$ cat config.mk
export PLATFORM = sky130hd
export DESIGN_NAME = sesf_window
export DESIGN_NICKNAME = d
export VERILOG_FILES = /design/src/sv/sesf_pkg.sv /design/src/sv/sesf_window.sv
export SDC_FILE = /design/constraint.sdc
export NUM_CORES = 1
export LEC_CHECK = 0
export BUFFER_PORTS_ARGS = -buffer_cell sky130_fd_sc_hd__clkbuf_2
export CORE_MARGIN = 3
export CORE_UTILIZATION = 45
export CTS_CLUSTER_DIAMETER = 150
export DETAILED_ROUTE_END_ITERATION = 6
export GPL_TIMING_DRIVEN = 0
export PLACE_DENSITY_LB_ADDON = 0.2
export SETUP_SLACK_MARGIN = 0.1
export SYNTH_ARGS = -nofsm -noshare
export SYNTH_HDL_FRONTEND = slang
export SYNTH_SLANG_ARGS = --single-unit
$ cat constraint.sdc
create_clock -name clk -period 14.2 [get_ports clk]
set_input_delay 4.26 -clock clk [delete_from_list [all_inputs] [get_ports clk]]
set_output_delay 4.26 -clock clk [all_outputs]
set_load 0.02 [all_outputs]
$ cat src/sv/sesf_pkg.sv
// Shared types, constants and register codes of the Sobel edge stream filter.
`timescale 1ns / 1ps

package sesf_pkg;

  localparam int MAX_WIDTH  = 2048;
  localparam int MAX_HEIGHT = 2048;
  localparam int ADDR_W     = $clog2(MAX_WIDTH);
  localparam int CNT_W      = 12;
  localparam int POS_W      = 11;
  localparam int SUM_W      = 10;
  localparam int SIDE_W     = 12;
  localparam int GRAD_W     = 13;
  localparam int MAG_W      = 13;
  localparam int CFG_W      = 13;
  localparam int CFG_IDX_W  = 2;

  localparam logic [CFG_IDX_W-1:0] REG_WIDTH     = 2'd0;
  localparam logic [CFG_IDX_W-1:0] REG_HEIGHT    = 2'd1;
  localparam logic [CFG_IDX_W-1:0] REG_THRESHOLD = 2'd2;

  localparam logic [CNT_W-1:0] WIDTH_RESET     = 12'd640;
  localparam logic [CNT_W-1:0] HEIGHT_RESET    = 12'd480;
  localparam logic [MAG_W-1:0] THRESHOLD_RESET = 13'd153;
  localparam logic [CNT_W-1:0] MIN_DIM         = 12'd3;

  localparam logic [7:0] FLAT_LEVEL = 8'd15;
  localparam logic [7:0] GREY_MAX   = 8'd255;

  // floor(m/3) == (m * 2731) >> 13 for every m below 6144
  localparam int DIV3_PROD_W = 25;
  localparam logic [DIV3_PROD_W-1:0] DIV3_RECIP = 25'd2731;
  localparam int DIV3_SHIFT  = 13;
  localparam int QUOT_W      = 12;

  typedef struct packed {
    logic [7:0] red;
    logic [7:0] green;
    logic [7:0] blue;
    logic [7:0] alpha;
    logic       covered;
    logic       frame_start;
  } pixel_t;

  typedef struct packed {
    logic [POS_W-1:0] center_col;
    logic [POS_W-1:0] center_row;
    logic [7:0]       out_red;
    logic [7:0]       out_green;
    logic [7:0]       out_blue;
    logic [7:0]       out_alpha;
  } result_t;

  typedef struct packed {
    logic       covered;
    logic [7:0] alpha;
    logic [7:0] blue;
    logic [7:0] green;
    logic [7:0] red;
  } centre_t;

  typedef struct packed {
    logic [SUM_W-1:0] older_sum;
    logic [SUM_W-1:0] prev_sum;
    centre_t          prev_pixel;
  } line_entry_t;

  localparam int ENTRY_W = $bits(line_entry_t);

  typedef struct packed {
    logic             emit;
    logic [POS_W-1:0] col;
    logic [POS_W-1:0] row;
    logic [SUM_W-1:0] sum;
    logic [SUM_W-1:0] older_sum;
    logic [SUM_W-1:0] prev_sum;
    centre_t          prev_pixel;
  } column_t;

  typedef struct packed {
    logic [POS_W-1:0]         col;
    logic [POS_W-1:0]         row;
    centre_t                  centre;
    logic signed [GRAD_W-1:0] gx;
    logic signed [GRAD_W-1:0] gy;
  } gradient_t;

endpackage

$ cat src/sv/sesf_window.sv
// 3x3 window of grey sums, centre delay line and gradient stage.
`timescale 1ns / 1ps

module sesf_window import sesf_pkg::*; (
  input  logic      clk,
  input  logic      rst,
  input  logic      col_valid,
  input  column_t   col_in,
  output logic      col_ready,
  output logic      grad_valid,
  output gradient_t grad,
  input  logic      grad_ready
);

  // columns 1 and 2 of the window; column 0 is rebuilt from column 1
  logic [SUM_W-1:0] top1, top2, mid1, mid2, bot1, bot2;
  centre_t          dly0;

  logic [SIDE_W-1:0] right_side, left_side, lower_side, upper_side;
  gradient_t         grad_next;
  logic              take;

  assign col_ready = !grad_valid || grad_ready;
  assign take      = col_valid && col_ready;

  always_comb begin
    // window after the shift: s0..s2 top, s3..s5 middle, s6..s8 bottom
    right_side = SIDE_W'(col_in.older_sum) + {1'b0, col_in.prev_sum, 1'b0} +
                 SIDE_W'(col_in.sum);
    left_side  = SIDE_W'(top1) + {1'b0, mid1, 1'b0} + SIDE_W'(bot1);
    lower_side = SIDE_W'(bot1) + {1'b0, bot2, 1'b0} + SIDE_W'(col_in.sum);
    upper_side = SIDE_W'(top1) + {1'b0, top2, 1'b0} + SIDE_W'(col_in.older_sum);
    grad_next.col    = col_in.col;
    grad_next.row    = col_in.row;
    grad_next.centre = dly0;
    grad_next.gx     = $signed({1'b0, right_side}) - $signed({1'b0, left_side});
    grad_next.gy     = $signed({1'b0, lower_side}) - $signed({1'b0, upper_side});
  end

  always_ff @(posedge clk) begin
    if (rst) begin
      top1 <= '0;
      top2 <= '0;
      mid1 <= '0;
      mid2 <= '0;
      bot1 <= '0;
      bot2 <= '0;
      dly0 <= '0;
    end else if (take) begin
      top1 <= top2;
      top2 <= col_in.older_sum;
      mid1 <= mid2;
      mid2 <= col_in.prev_sum;
      bot1 <= bot2;
      bot2 <= col_in.sum;
      dly0 <= col_in.prev_pixel;
    end
  end

  always_ff @(posedge clk) begin
    if (rst) begin
      grad_valid <= 1'b0;
    end else if (col_ready) begin
      grad_valid <= take && col_in.emit;
    end
  end

  always_ff @(posedge clk) begin
    if (take && col_in.emit) begin
      grad <= grad_next;
    end
  end

endmodule

==> run metrics <==
status=completed; crit path DAT=4.70 ns; TritonCTS clock tree=done; LEAKAGE=~4.6 nW; initial antenna violation count=0; Final Hold Fails=0; chip height=~150 µm; RR Startpoint=top1[2]; RD Place Congestion=0.782; post-CTS resize count=0; setup bufs post-CTS=0; final core occ=0.559; Critical Path Start Type=input pin; Post-CTS Hold Buffers=0; TNS Setup=0 ns; First-pass DRT Iterations=5; Gate Count Post-Synth=853; DR WL met3=just under 1 mm; initial core utilization=0.465; f_max=112 MHz; CP Launch Point=grad_ready; post-synthesis sequential area ratio=0.490; FFs w/ async S/R, synth=0; post-route ant nets=0; top post-synthesis cells by area=edfxtp_1, dfxtp_1, fa_1; fillers=1,710; fin nets=between 1,000 and 1,500; Core ar.=19,000 µm²; DRT Wirelength=about 18 mm; WP data required=slightly below 10 ns; root buf cell=clkbuf_16; Buf/Inv on CP=2; Primary FF master, synth=dfxtp_1; number of synthesized flops with an enable pin=81; # rows=50; Clock Latency Late Sink=about 0.43 ns; drt wl/cell=about 14 µm; Power Dens Cells=around 150 nW/µm²; TritonCTS Sinks=about 180; Syn Std Cell Area=roughly 9000 µm²; first-pass GRT wire length=a little over 30 mm; Ys Warns=0; number of global-route vias before repair=about 6,100; GRT Util Overall=0.177; Cell variety after synth=36; Die ar.=between 20,000 and 25,000 µm²; vias=approximately 6,200; skew final=approximately 0.016 ns; IO Pins=173; Min Clock Period, post-route=roughly 9 ns; Syn Area/Cell=10.3 µm²; initial DRC count=358; IR Drop Worst-Case VDD=0.0000826 V; cell mode on critical path=clkbuf_2; H-tree lvl count=4; P&R area growth vs syn=20.3%; Worst Hold Launch=dly0[6]; die width=~150 µm; Worst-path clk slew=about 0.070 ns; Critical Path Max Stage Delay=around 0.18 ns; # setup viols final=0; CTS Buf Count=17; clock buffer depth=2; via/cell ratio=~4.7; metal1 wirelength=8.04 mm; Synthesized Nets=roughly 1,000; global route overflow=0; Crit path max-delay family=buffers and inverters; Yosys top cell area share=0.276; max-slew violation count=0; uppermost layer routed=met4; Worst slew margin=0.465; dpl hpwl=approximately 14 mm; share of layout cells above drive strength 1=0.199; flops & latches, synth=175; largest net degree at the start of global routing=58; CP Cell Sequence=clkbuf_2, nand2b_1, clkbuf_2; Slew @ Worst Pin=about 0.8 ns; IO buf count=171; Crit-path slowest cell=nand2b_1; Max-Cap Viols=0; CP Max Fanout=5; most frequent cells after synthesis=nand2_1, inv_1, a21oi_1; kind of critical path=input pin to output port; RSZ-0062 raised after global routing=no; most frequent cell after synthesis=nand2_1; antenna cells=0; Worst setup EP type=output port; met2 routed WL=9.09 mm; cell taking the most area after synthesis=edfxtp_1; period utilization=0.631; DR DRC count=0; Hold Crit Class=register to register
==> registers in the layout (all words and copies together), names as in the netlist <==
register	count
grad	81
mid2	10
dly0	33
bot1	10
mid1	10
bot2	10
top1	10
top2	10
grad_valid	1
==> cells by family after synthesis <==
logic type,count (synthesis),synth area share
adders and majority gates,106,0.217
AOI/OAI and AO/OA,152,0.0998
and+or+nand+nor,221,0.101
DFF,175,0.490
xor gates and xnor gates,13,0.0129
buffers and inverters,186,0.0792
==> routing by layer <==
metal / track usage / vias up
li1: - / 3114
met1: 0.230 / 2929
met2: 0.299 / 166
met3: 0.0436 / 12
met4: 0.0408 / 0
met5: 0 / -
==> path summary, 6_finish.rpt <==
path                to  slack [ns]  cells after the start
max          col_ready        5.24                      3
min           grad[32]        0.42                      0
max reg2reg   grad[24]       10.10                     11
min reg2reg   grad[32]        0.42                      0
==> cells in the final DEF (no fill, tap or decap), drive strengths merged, types with 5 or more instances in the layout <==
| master | synthesis | routed |
|---|---|---|
| nor3 | 6 | 6 |
| clkbuf | 35 | 223 |
| xor2 | 6 | 6 |
| o21ai | 8 | 8 |
| dfxtp | 94 | 94 |
| xnor2 | 7 | 7 |
| edfxtp | 81 | 81 |
| a21oi | 109 | 109 |
| nand2 | 192 | 192 |
| fa | 78 | 78 |
| a21o | 10 | 10 |
| nand3 | 5 | 5 |
| inv | 151 | 160 |
| ha | 28 | 28 |
==> where the power goes <==
group	internal [mW]	total (mW)	switching (mW)
sequential	0.598	0.613	0.0149
clock	0.234	0.451	0.217
combinational	0.214	0.538	0.324
total	1.05	1.60	0.556
==> through the flow <==
step	setup slack [ns]	hold WS (ns)	power, mW	area (µm²)	cells
2_1_floorplan	5.43	0.408	1.03	8810	853
3_5_place_dp	5.24	0.415	1.16	10000	1285
5_1_grt	5.19	0.423	1.71	10600	1317
6_report	5.24	0.419	1.60	10600	1317
4_1_cts	5.24	0.425	1.62	10600	1317
3_3_place_gp	5.25	0.411	1.15	9990	1284
==> layout make-up <==
cell class / count / area (µm²) / share of cell area
plain buffers: 35 / 131 / 0.0124
clock buffers: 17 / 425 / 0.0401
clock inverters: 15 / 148 / 0.0139
inverters: 151 / 567 / 0.0535
multi-input cells: 492 / 3800 / 0.359
flip-flops and latches: 175 / 4310 / 0.407
well taps: 260 / 325 / 0.0307
repair buffers: 172 / 883 / 0.0834
Power figures use the tool's default switching activity.
