`config.mk`:
```
export PLATFORM = sky130hd
export DESIGN_NAME = sesf_ram
export DESIGN_NICKNAME = d
export VERILOG_FILES = /design/src/sv/sesf_ram.sv
export SDC_FILE = /design/constraint.sdc
export NUM_CORES = 1
export LEC_CHECK = 0
export BUFFER_PORTS_ARGS = -buffer_cell sky130_fd_sc_hd__buf_2
export CAP_MARGIN = 30
export CORE_MARGIN = 1
export CORE_UTILIZATION = 35
export DETAILED_ROUTE_END_ITERATION = 8
export PLACE_DENSITY = 0.48
export SLEW_MARGIN = 20
export SYNTH_ARGS = -nofsm -noshare
export SYNTH_HDL_FRONTEND = slang
export SYNTH_SLANG_ARGS = --single-unit
```
`constraint.sdc`:
```
create_clock -name clk -period 2.1 [get_ports clk]
set_input_delay 0.315 -clock clk [delete_from_list [all_inputs] [get_ports clk]]
set_output_delay 0.315 -clock clk [all_outputs]
set_load 0.01 [all_outputs]
```
`src/sv/sesf_ram.sv`:
```
// Generic single-port-write, single-port-read RAM with registered read data.
`timescale 1ns / 1ps

module sesf_ram #(
  parameter int WIDTH = 8,
  parameter int DEPTH = 16
) (
  input  logic                     clk,
  input  logic                     wr_en,
  input  logic [$clog2(DEPTH)-1:0] wr_addr,
  input  logic [WIDTH-1:0]         wr_data,
  input  logic                     rd_en,
  input  logic [$clog2(DEPTH)-1:0] rd_addr,
  output logic [WIDTH-1:0]         rd_data
);

  logic [WIDTH-1:0] mem [DEPTH];

  always_ff @(posedge clk) begin
    if (wr_en) begin
      mem[wr_addr] <= wr_data;
    end
    if (rd_en) begin
      rd_data <= mem[rd_addr];
    end
  end

endmodule

```
==> flow_summary_export.csv, run 1 <==
group,metric,value,unit
status,outcome,"finished clean",
setup_path,worstPathMaxFanout,1,
placed_design,dp_slack,169,ps
routing,antenna_left,0,
clock_network,cts_tree,"built",
pwr,pwr-share-seq,51.4,%
routing,drt_pre_antenna_iters,4,
final_layout,drive_gt1_share,30.9,%
pwr,power_per_cell_area,963,mW/mm^2
final_layout,diodes,0,
clock_network,post_cts_buffers,0,
placed_design,gp_congestion,0.671,
timing,worst_slew_pin_slew,416,ps
setup_path,endpoint_kind,"register",
clock_network,cts.sinks,136,
die,fp.coreArea,0.0145,mm^2
routing,drt_iter0_drc,284,
die,dieHeight,124,um
clock_network,clk_latency,420,ps
setup_path,path_class,"reg -> reg",
global_route,antenna_found_initial,0,
setup_path,crit_required,2250,ps
timing,hold_viol,0,
routing,num_vias,2427,
timing,fin_crit,1510,ps
clock_network,htreeDepth,4,
final_layout,syn2layout_area_growth,18.9,%
placed_design,placed_area,0.00570,mm^2
final_layout,fin_area,0.00622,mm^2
timing,slew_headroom,72.3,%
die,initial_utilization,36.0,%
synth,ys_types,18,
routing,drc,0,
routing,drt-wirelength-per-cell,22.0,um
global_route,track_usage,15.0,%
timing,fin_setup_tns,0,ps
final_layout,multiInputGateArea,0.00106,mm^2
synth,synth_fp_nets,248,
global_route,grt_pass1_vias,2567,
die,fp.dieW,124,um
synth,yosys_warnings,0,
synth,yosysSeqAreaShare,78.1,%
clock_network,cts.repair.resized,0,
clock_network,cts_inserted_buffers,17,
clock_network,ctsRootBufferMaster,"clkbuf_16",
die,pin_count,27,
timing,rsz0062_at_grt,"no",
worst_hold_path,hp-class,"in -> reg",
synth,syn_inst,229,
global_route,grt_max_degree,33,
timing,maxSlewViolCount,0,
pwr,peakVddDrop,0.000496,V
pwr,leakagePower,2.09,nW
clock_network,hold_buffers,0,
placed_design,numPortBuffers,26,
pwr,switching_share,20.3,%
clock_network,clockBufferDepth,2,
run,maxCapViolations,0,
timing,fin_skew,3.65,ps
pwr,power.share.clock,43.8,%
final_layout,seq_area,0.00408,mm^2
timing,setup_viol,0,
synth,syn_area,0.00523,mm^2
setup_path,critPathArrivalTime,1660,ps
global_route,grt_pass1_wl,16100,um
clock_network,path_clk_slew,50,ps
final_layout,fin_nets,304,
setup_path,start_kind,"register",
timing,fin_crit_sh,72.0,%
final_layout,finalNonFillerCells,482,
timing,fmax,661,MHz
routing,via_per_inst,5.04,
pwr,switchingPower,1.22,mW
pwr,p_int,4.77,mW
global_route,grt_overflow,0,
timing,worst_slack,588,ps
die,die-area,0.0154,mm^2
placed_design,hpwlAfterDp,6590,um
pwr,p_comb_share,4.9,%
placed_design,dp.cells,450,
final_layout,fill_cells,1310,
die,fp-row-count,44,
synth,syn_area_per_cell,22.8,um^2
routing,finalWirelength,10600,um
synth,synth_seq_cells,136,
## registers in the layout, indices dropped and copies added (netlist names)
signal	flops
rd_data	8
mem	128
## cell usage after synthesis
master	n	area share (%)
a22oi_1	16	2.3
and2_1	1	0.12
and2b_1	1	0.14
buf_2	3	0.29
buf_4	1	0.14
buf_6	3	0.65
clkdlybuf4s25_2	3	0.57
edfxtp_1	136	78
mux4_1	14	7.0
mux4_2	18	7.8
nand2_1	9	0.65
nand2b_1	2	0.24
nand3_1	1	0.096
nand3b_1	2	0.29
nor2_1	13	0.93
nor2b_1	1	0.12
nor3_1	4	0.38
or3b_2	1	0.17
## power by group through the flow
stage | logic [mW] | registers (mW) | clock network (mW)
3_3_place_gp | 0.297 | 3.13 | 0
2_1_floorplan | 0.154 | 3.13 | 0
4_1_cts | 0.302 | 3.08 | 2.67
5_1_grt | 0.318 | 3.08 | 2.78
3_5_place_dp | 0.301 | 3.13 | 0
6_report | 0.292 | 3.08 | 2.62
## final timing paths
check | start | to | slack [ps] | cells past startpoint
max | mem[9][4] | rd_data[4] | 590 | 3
max reg2reg | mem[9][4] | rd_data[4] | 590 | 3
min | wr_data[2] | mem[13][2] | 290 | 1
min reg2reg | mem[14][7] | rd_data[7] | 750 | 3
## cells by family (layout without fill, tap and decap cells)
family | count (synthesis) | in the layout | share of synthesized area, %
and+or+nand+nor | 35 | 35 | 3.14
buffers and inverters | 10 | 79 | 1.65
DFF | 136 | 136 | 78.1
AOI/OAI and AO/OA | 16 | 16 | 2.30
muxes | 32 | 32 | 14.8
## final cells by class
type | instances | area share (%)
clock buffer | 19 | 6.96
timing repair buffer | 47 | 5.23
tap | 184 | 3.70
sequential | 136 | 65.7
clock inverter | 13 | 1.41
multi-input combinational | 83 | 17.0
## through the flow
step	hold slack, ps	power, mW	util (%)
2_1_floorplan	414	3.29	-
3_5_place_dp	717	3.43	39.2
5_1_grt	281	6.18	42.8
4_1_cts	273	6.05	42.8
3_3_place_gp	710	3.43	39.2
6_report	289	5.99	42.8
## critical path, cell delays in order (launching register included)
cell      delay [ps]
edfxtp_1         350
mux4_1           500
a22oi_1          290
nand2_1          100
## cells in the final DEF, fill, tap and decap left out
| cell type | count |
|---|---|
| clkbuf_16 | 17 |
| and2b_1 | 1 |
| buf_2 | 26 |
| nor3_1 | 4 |
| buf_12 | 3 |
| or3b_2 | 1 |
| nor2b_1 | 1 |
| mux4_1 | 14 |
| nand2_1 | 9 |
| clkinv_1 | 4 |
| buf_4 | 18 |
| nand2b_1 | 2 |
| clkbuf_1 | 2 |
| nor2_1 | 13 |
| nand3_1 | 1 |
| mux4_2 | 18 |
| bufinv_16 | 1 |
| edfxtp_1 | 136 |
| and2_1 | 1 |
| clkinvlp_4 | 1 |
| a22oi_1 | 16 |
| clkinv_2 | 7 |
| nand3b_1 | 2 |
## layer usage
layer	global-route usage [%]	vias up	routed length, um
met2	20.9	64	4800
met3	4.35	18	455
met4	7.23	0	218
met1	21.4	1251	5110
li1	-	1094	-
met5	0	-	0
No activity file was read; power rests on OpenSTA's default activity.
==> inputs of run 2 (changes only) <==
Settings changed: PLACE_DENSITY 0.48 to 0.5.
Clock period 2.1 ns to 1.35 ns, I/O delays scaled along.
==> flow_summary_export.csv, run 2 (synthesis gave the netlist of run 1 again) <==
group,metric,value,unit
placed_design,placed_area,0.00577,mm^2
clock_network,clk_latency,400,ps
final_layout,largestRegisters,"mem x128, rd_data x8",
setup_path,r2r-end,"rd_data[2]",
final_layout,fill_cells,1284,
final_layout,finalNonFillerCells,490,
timing,setup_viol,6,
setup_path,start_kind,"register",
global_route,grt_max_degree,17,
global_route,grt_pass1_vias,2618,
placed_design,numPortBuffers,26,
final_layout,fin_nets,314,
setup_path,critPathArrivalTime,1550,ps
clock_network,cts_tree,"built",
setup_path,crit_path_start,"mem[10][2]",
die,initial_utilization,36.0,%
clock_network,path_clk_slew,50,ps
die,fp-row-count,44,
routing,finalWirelength,10200,um
placed_design,hpwlAfterDp,6580,um
routing,drt_iter0_drc,198,
timing,fin_crit,1400,ps
routing,drt-wirelength-per-cell,20.8,um
status,violations,"setup timing",
timing,fin_setup_tns,-166,ps
final_layout,multiInputGateArea,0.00104,mm^2
setup_path,reg2reg_slack,-50,ps
die,fp.dieW,124,um
final_layout,syn2layout_area_growth,21.7,%
clock_network,cts.sinks,136,
timing,hold_viol,0,
placed_design,gp_congestion,0.650,
worst_hold_path,whs_path_depth,1,
pwr,peakVddDrop,0.000897,V
setup_path,path_class,"reg -> reg",
setup_path,reg2reg_depth,3,
routing,via_per_inst,4.91,
global_route,grt_overflow,0,
placed_design,dp_slack,-396,ps
worst_hold_path,hp-class,"in -> reg",
run,maxCapViolations,0,
final_layout,drive_gt1_share,40.8,%
timing,worst_slew_pin_slew,710,ps
die,pin_count,27,
timing,fin_skew,4.38,ps
clock_network,cts_inserted_buffers,17,
final_layout,fin_area,0.00636,mm^2
worst_hold_path,min_to,"rd_data[0]",
global_route,grt_pass1_wl,15900,um
routing,num_vias,2404,
routing,antenna_left,0,
setup_path,worstPathMaxFanout,1,
pwr,leakagePower,2.12,nW
die,fp.coreArea,0.0145,mm^2
setup_path,r2r-start,"mem[10][2]",
timing,fmax,714,MHz
status,outcome,"finished, violations left",
setup_path,crit_required,1500,ps
timing,fin_crit_sh,104,%
routing,drt_pre_antenna_iters,4,
global_route,track_usage,14.5,%
die,dieHeight,124,um
die,die-area,0.0154,mm^2
global_route,antenna_found_initial,0,
timing,rsz0062_at_grt,"yes",
final_layout,layout_commonest_cell,"edfxtp_1",
final_layout,diodes,0,
clock_network,clockBufferDepth,2,
final_layout,largest-register,"mem",
setup_path,endpoint_kind,"register",
timing,worst_slack,-51.2,ps
pwr,power_per_cell_area,1530,mW/mm^2
clock_network,htreeDepth,4,
worst_hold_path,hp-start,"rd_en",
clock_network,hold_buffers,0,
timing,maxSlewViolCount,0,
placed_design,dp.cells,459,
timing,slew_headroom,52.5,%
final_layout,largest_reg_flops,128,
final_layout,final_cell_mix,"136 x edfxtp_1, 32 x mux4_2, 26 x buf_2, 25 x buf_4, 17 x clkbuf_16",
timing,holdWs,169,ps
routing,drc,0,
clock_network,ctsRootBufferMaster,"clkbuf_16",
final_layout,seq_area,0.00408,mm^2
## run 2: cell types whose count changed in the layout (fill, tap and decap cells not counted), moves of 5 or more
| cell | change |
|---|---|
| mux4_2 | +14 |
| mux4_1 | -14 |
| a22oi_1 | -5 |
| buf_4 | +7 |
| a22oi_2 | +5 |
## run 2: repair_timing
action / 4_1_cts / 5_1_grt
buffers inserted: 0 / 0
pin swaps: 2 / 0
resized for setup: 6 / 0
setup endpoints to repair: 8 / 8
## run 2: worst max path at each step
stage,slack [ps],end,cells after the start
2_1_floorplan,-120,mem[3][0],2
3_3_place_gp,-390,rd_data[0],5
3_5_place_dp,-400,rd_data[7],5
4_1_cts,-60,rd_data[2],3
5_1_grt,-140,rd_data[2],3
6_report,-50,rd_data[2],3
## run 2: worst max-delay path, cell delays in order, from the launching register on
cell and delay [ps]:
edfxtp_1 360, mux4_2 480, a22oi_2 220, nand2_1 90
## run 2: where the power goes
part           internal (mW)  leakage [nW]  switching (mW)
Combinational          0.230         0.605           0.272
Sequential              4.76          1.24          0.0254
Clock                   2.85         0.283            1.57
## run 2: cell type report
class	count	area share (%)
sequential	136	64.2
multi-input combinational	83	16.4
timing repair buffer	57	6.88
clock buffer	19	6.80
tap	184	3.62
clock inverter	11	2.08
## run 2: stage by stage
stage / total power [mW] / util, %
after floorplan: 5.14 / -
after global placement: 5.37 / 39.7
after detailed placement: 5.37 / 39.7
after CTS: 9.81 / 43.7
after global routing: 10.0 / 43.8
final: 9.71 / 43.8
## run 2: layer usage
metal	global-route usage [%]	vias up	wire length, um
met2	21.5	49	4780
li1	-	1091	-
met1	20.1	1254	4850
met4	7.23	0	181
met3	3.32	10	363
met5	0	-	0
