`src/sv/sesf_pkg.sv`:
```
// Shared types, constants and register codes of the Sobel edge stream filter.
`timescale 1ns / 1ps

package sesf_pkg;

  localparam int MAX_WIDTH  = 2048;
  localparam int MAX_HEIGHT = 2048;
  localparam int ADDR_W     = $clog2(MAX_WIDTH);
  localparam int CNT_W      = 12;
  localparam int POS_W      = 11;
  localparam int SUM_W      = 10;
  localparam int SIDE_W     = 12;
  localparam int GRAD_W     = 13;
  localparam int MAG_W      = 13;
  localparam int CFG_W      = 13;
  localparam int CFG_IDX_W  = 2;

  localparam logic [CFG_IDX_W-1:0] REG_WIDTH     = 2'd0;
  localparam logic [CFG_IDX_W-1:0] REG_HEIGHT    = 2'd1;
  localparam logic [CFG_IDX_W-1:0] REG_THRESHOLD = 2'd2;

  localparam logic [CNT_W-1:0] WIDTH_RESET     = 12'd640;
  localparam logic [CNT_W-1:0] HEIGHT_RESET    = 12'd480;
  localparam logic [MAG_W-1:0] THRESHOLD_RESET = 13'd153;
  localparam logic [CNT_W-1:0] MIN_DIM         = 12'd3;

  localparam logic [7:0] FLAT_LEVEL = 8'd15;
  localparam logic [7:0] GREY_MAX   = 8'd255;

  // floor(m/3) == (m * 2731) >> 13 for every m below 6144
  localparam int DIV3_PROD_W = 25;
  localparam logic [DIV3_PROD_W-1:0] DIV3_RECIP = 25'd2731;
  localparam int DIV3_SHIFT  = 13;
  localparam int QUOT_W      = 12;

  typedef struct packed {
    logic [7:0] red;
    logic [7:0] green;
    logic [7:0] blue;
    logic [7:0] alpha;
    logic       covered;
    logic       frame_start;
  } pixel_t;

  typedef struct packed {
    logic [POS_W-1:0] center_col;
    logic [POS_W-1:0] center_row;
    logic [7:0]       out_red;
    logic [7:0]       out_green;
    logic [7:0]       out_blue;
    logic [7:0]       out_alpha;
  } result_t;

  typedef struct packed {
    logic       covered;
    logic [7:0] alpha;
    logic [7:0] blue;
    logic [7:0] green;
    logic [7:0] red;
  } centre_t;

  typedef struct packed {
    logic [SUM_W-1:0] older_sum;
    logic [SUM_W-1:0] prev_sum;
    centre_t          prev_pixel;
  } line_entry_t;

  localparam int ENTRY_W = $bits(line_entry_t);

  typedef struct packed {
    logic             emit;
    logic [POS_W-1:0] col;
    logic [POS_W-1:0] row;
    logic [SUM_W-1:0] sum;
    logic [SUM_W-1:0] older_sum;
    logic [SUM_W-1:0] prev_sum;
    centre_t          prev_pixel;
  } column_t;

  typedef struct packed {
    logic [POS_W-1:0]         col;
    logic [POS_W-1:0]         row;
    centre_t                  centre;
    logic signed [GRAD_W-1:0] gx;
    logic signed [GRAD_W-1:0] gy;
  } gradient_t;

endpackage

```
`src/sv/sesf_grade.sv`:
```
// Magnitude, threshold and grey scaling stages ending in the result register.
`timescale 1ns / 1ps

module sesf_grade import sesf_pkg::*; (
  input  logic             clk,
  input  logic             rst,
  input  logic [MAG_W-1:0] threshold_sum,
  input  logic             grad_valid,
  input  gradient_t        grad,
  output logic             grad_ready,
  output logic             result_valid,
  output result_t          result,
  input  logic             result_ready
);

  logic             mag_valid;
  logic [MAG_W-1:0] mag;
  logic [POS_W-1:0] mag_col, mag_row;
  centre_t          mag_centre;

  logic             mag_ready, out_free;
  logic [MAG_W-1:0] abs_gx, abs_gy;
  logic [DIV3_PROD_W-1:0] prod;
  logic [QUOT_W-1:0]      quot;
  logic [7:0]             grey;
  result_t                result_next;

  assign out_free   = !result_valid || result_ready;
  assign mag_ready  = !mag_valid || out_free;
  assign grad_ready = mag_ready;

  always_comb begin
    abs_gx = grad.gx[GRAD_W-1] ? MAG_W'(-grad.gx) : MAG_W'(grad.gx);
    abs_gy = grad.gy[GRAD_W-1] ? MAG_W'(-grad.gy) : MAG_W'(grad.gy);
  end

  always_ff @(posedge clk) begin
    if (rst) begin
      mag_valid <= 1'b0;
    end else if (mag_ready) begin
      mag_valid <= grad_valid;
    end
  end

  always_ff @(posedge clk) begin
    if (grad_valid && mag_ready) begin
      mag        <= abs_gx + abs_gy;
      mag_col    <= grad.col;
      mag_row    <= grad.row;
      mag_centre <= grad.centre;
    end
  end

  always_comb begin
    prod = DIV3_PROD_W'(mag) * DIV3_RECIP;
    quot = prod[DIV3_SHIFT +: QUOT_W];
    grey = (quot > QUOT_W'(GREY_MAX)) ? GREY_MAX : quot[7:0];
    result_next.center_col = mag_col;
    result_next.center_row = mag_row;
    if (!mag_centre.covered) begin
      result_next.out_red   = mag_centre.red;
      result_next.out_green = mag_centre.green;
      result_next.out_blue  = mag_centre.blue;
      result_next.out_alpha = mag_centre.alpha;
    end else if (mag < threshold_sum) begin
      result_next.out_red   = FLAT_LEVEL;
      result_next.out_green = FLAT_LEVEL;
      result_next.out_blue  = FLAT_LEVEL;
      result_next.out_alpha = FLAT_LEVEL;
    end else begin
      result_next.out_red   = grey;
      result_next.out_green = grey;
      result_next.out_blue  = grey;
      result_next.out_alpha = 8'd0;
    end
  end

  always_ff @(posedge clk) begin
    if (rst) begin
      result_valid <= 1'b0;
    end else if (out_free) begin
      result_valid <= mag_valid;
    end
  end

  always_ff @(posedge clk) begin
    if (mag_valid && out_free) begin
      result <= result_next;
    end
  end

endmodule

```
`config.mk`:
```
export PLATFORM = sky130hd
export DESIGN_NAME = sesf_grade
export DESIGN_NICKNAME = d
export VERILOG_FILES = /design/src/sv/sesf_pkg.sv /design/src/sv/sesf_grade.sv
export SDC_FILE = /design/constraint.sdc
export NUM_CORES = 1
export LEC_CHECK = 0
export BUFFER_PORTS_ARGS = -buffer_cell sky130_fd_sc_hd__buf_2
export CORE_ASPECT_RATIO = 0.8
export CORE_MARGIN = 3
export CORE_UTILIZATION = 50
export CTS_CLUSTER_DIAMETER = 80
export CTS_CLUSTER_SIZE = 20
export DETAILED_ROUTE_END_ITERATION = 10
export GPL_TIMING_DRIVEN = 0
export PLACE_DENSITY = 0.77
export SLEW_MARGIN = 20
export SYNTH_ARGS = -nofsm -noshare
export SYNTH_HDL_FRONTEND = slang
export SYNTH_SLANG_ARGS = --single-unit
```
`constraint.sdc`:
```
create_clock -name clk -period 5.9 [get_ports clk]
set_input_delay 0.885 -clock clk [delete_from_list [all_inputs] [get_ports clk]]
set_output_delay 0.885 -clock clk [all_outputs]
set_load 0.005 [all_outputs]
```
==> flow_summary.json <==
{
  "status": "completed",
  "pin_count": 154,
  "yosys_warnings": 0,
  "path_class": "reg2reg",
  "worstPathRequired_ps": 6030,
  "crit_arrival_ps": 5550,
  "syn2layout_area_growth_pct": 20.5,
  "crit_family": "adder cells",
  "netlist_area_um2": 8220,
  "grt_antenna_before_repair": 0,
  "slew_headroom_pct": 40.2,
  "insertedDiodeCount": 0,
  "setup_viol": 0,
  "dieArea_um2": 18000,
  "hold_class": "reg2reg",
  "vias_per_cell": 5.01,
  "synth_cell_types": 51,
  "tritoncts": "done",
  "ys_seq_area_share_pct": 45.1,
  "drtPass1Iterations": 4,
  "final_nets": 1112,
  "die_h_um": 121,
  "multi_input_area_um2": 4000,
  "worstPathCellList": "ha_1 -> inv_1 -> fa_1 -> fa_1 -> inv_1 -> fa_1 -> inv_1 -> fa_1 -> inv_1 -> ha_1 -> nand4_1 -> o21bai_1 -> o31ai_1 -> a21oi_1 -> mux2i_1 -> nand3_4 -> o21bai_1 -> o21ai_0",
  "synth_top_area_share_pct": 44.6,
  "rsz0062_at_grt": "false",
  "wirelength_um": 15800,
  "register_area_um2": 3700,
  "hold_path.startpoint": "mag_col[4]",
  "post_cts_buffers": 0,
  "worstSetupStartpointType": "flip-flop",
  "r2r-start": "mag[1]",
  "maxClockFrequency_mhz": 184,
  "overflow": 0,
  "max_cap_viol_count": 0,
  "cts_sinks": 124,
  "grt_usage_pct": 18.5,
  "die_w_um": 149,
  "drc": 0,
  "crit_slowest_cell": "fa_1",
  "cts-resized-gates": 0,
  "slew_viol_final": 0,
  "worst_slew_pin_slew_ps": 893,
  "synthFlopType": "edfxtp_1",
  "core_region_area_um2": 16000,
  "place_hpwl_um": 12900,
  "num_rows": 41,
  "drt-initial-drc-count": 222,
  "synth-async-reset-ratio_pct": 0,
  "hold_end": "result[47]",
  "layout.filler_cells": 1267,
  "cts_buffers": 17,
  "initial_utilization_pct": 51.5,
  "root_buffer": "clkbuf_16",
  "ys_ff_latch": 124,
  "hold_depth": 0,
  "tns_ps": 0,
  "drive_gt1_share_pct": 23.5,
  "reg2reg_depth": 18,
  "finalHoldViolations": 0,
  "syn-mean-instance-area_um2": 12.0,
  "grt_max_degree": 45,
  "finalClockSkew_ps": 7.94,
  "worst_path_largest_cell_delay_ps": 540,
  "clk_latency_ps": 410,
  "grt_pass1_vias": 5555,
  "hold_buffers": 0,
  "routedWlPerCell_um": 14.6,
  "grt_first_pass_wirelength_um": 26100,
  "fin_crit_ps": 5420,
  "antenna_left": 0,
  "timing.rr.end": "result[31]",
  "clk_pin_slew_ps": 60,
  "r2r_setup_slack_ps": 480,
  "htreeDepth": 4,
  "cts_buffer_depth": 2,
  "syn_nets": 938,
  "vias": 5440,
  "critPathMaxFanout": 8,
  "synth_top_cell_by_area": "edfxtp_1",
  "gp_congestion": 0.861,
  "period_share_pct": 91.9,
  "path_buf_inv": 4,
  "synth-edff-count": 122,
  "synthTopCellsByArea": "edfxtp_1 45%, ha_1 17%, fa_1 11%, inv_1 6.0%, xnor2_1 3.8%",
  "endpoint_kind": "flip-flop",
  "synthCells": 684,
  "portBuffers": 153
}
==> cells in the final DEF, fill, tap and decap left out, drive strengths merged, types with 2 or more instances in the layout <==
| cell | Yosys | final |
|---|---|---|
| or2 | 3 | 3 |
| inv | 131 | 140 |
| or4 | 3 | 3 |
| nor2 | 41 | 41 |
| o31ai | 9 | 9 |
| nand2 | 20 | 20 |
| a21boi | 3 | 3 |
| xor2 | 4 | 4 |
| fa | 46 | 46 |
| xnor2 | 36 | 36 |
| and2 | 4 | 4 |
| o21bai | 7 | 7 |
| nor2b | 8 | 8 |
| mux2i | 2 | 2 |
| dfxtp | 2 | 2 |
| clkinvlp | 0 | 2 |
| o211ai | 4 | 4 |
| o21ai | 34 | 34 |
| a21o | 11 | 11 |
| buf | 1 | 156 |
| nand4 | 4 | 4 |
| nand2b | 8 | 8 |
| nand3 | 4 | 4 |
| a31oi | 3 | 3 |
| o31a | 2 | 2 |
| nor3 | 7 | 7 |
| a21oi | 22 | 22 |
| o41ai | 3 | 3 |
| bufinv | 0 | 2 |
| or3 | 4 | 4 |
| nor4b | 2 | 2 |
| ha | 110 | 110 |
| clkbuf | 6 | 23 |
| o22ai | 2 | 2 |
| clkinv | 0 | 2 |
| a211oi | 5 | 5 |
| edfxtp | 122 | 122 |
==> final cells by class <==
type / instances / share of cell area, %
clock buffers: 17 / 4.30
inverters: 131 / 4.97
plain buffers: 7 / 0.278
multi-input cells: 422 / 40.4
clock inverters: 15 / 1.78
well taps: 215 / 2.72
flip-flops and latches: 124 / 37.4
repair buffers: 155 / 8.14
==> metrics by stage <==
| stage | util (%) | std cells | hold WS, ps | cell area, um^2 | worst slack (ps) |
|---|---|---|---|---|---|
| 6_report | 62.1 | 1086 | 419 | 9900 | 480 |
| 3_3_place_gp | 58.0 | 1052 | 400 | 9250 | 587 |
| 4_1_cts | 62.1 | 1086 | 416 | 9900 | 486 |
| 5_1_grt | 62.1 | 1086 | 422 | 9900 | 123 |
| 2_1_floorplan | - | 684 | 400 | 8220 | 1060 |
| 3_5_place_dp | 58.3 | 1054 | 405 | 9300 | 503 |
==> flip-flops by register name, indices dropped and copies added, names as in the netlist <==
register,count
mag_col,11
result_valid,1
mag_valid,1
result,54
mag,13
mag_row,11
mag_centre,33
==> logic make-up after synthesis <==
logic type / Yosys count / synth area share, %
muxes: 3 / 0.381
DFF: 124 / 45.1
buffers and inverters: 138 / 6.32
and+or+nand+nor: 112 / 7.28
adders and majority gates: 156 / 28.0
xor gates and xnor gates: 40 / 4.26
AOI/OAI and AO/OA: 111 / 8.71
==> synth_stat cells (8+ instances only) <==
library cell and instances:
a21o_1 11, a21oi_1 22, edfxtp_1 122, fa_1 46
ha_1 110, inv_1 131, nand2_1 20, nand2b_1 8
nor2_1 41, nor2b_1 8, o21ai_0 34, o31ai_1 8
xnor2_1 36
==> worst max-delay path by stage <==
stage          slack [ps]  startpoint    endpoint  depth (start not counted)
2_1_floorplan        1060      mag[1]  result[12]                         18
6_report              480      mag[1]  result[31]                         18
4_1_cts               490      mag[1]  result[31]                         18
5_1_grt               120      mag[1]  result[31]                         18
3_5_place_dp          500      mag[1]  result[31]                         18
3_3_place_gp          590      mag[1]  result[29]                         18
==> metal layers <==
metal / GRT usage (%) / part of all wire, %
met1: 25.4 / 48
met2: 29.6 / 47
met3: 4.53 / 4.3
met4: 4.97 / 0.97
met5: 0 / 0
Power is left out: the tool's default activity adds up to more than one toggle a clock period on the data nets, which glitch-free logic cannot reach.
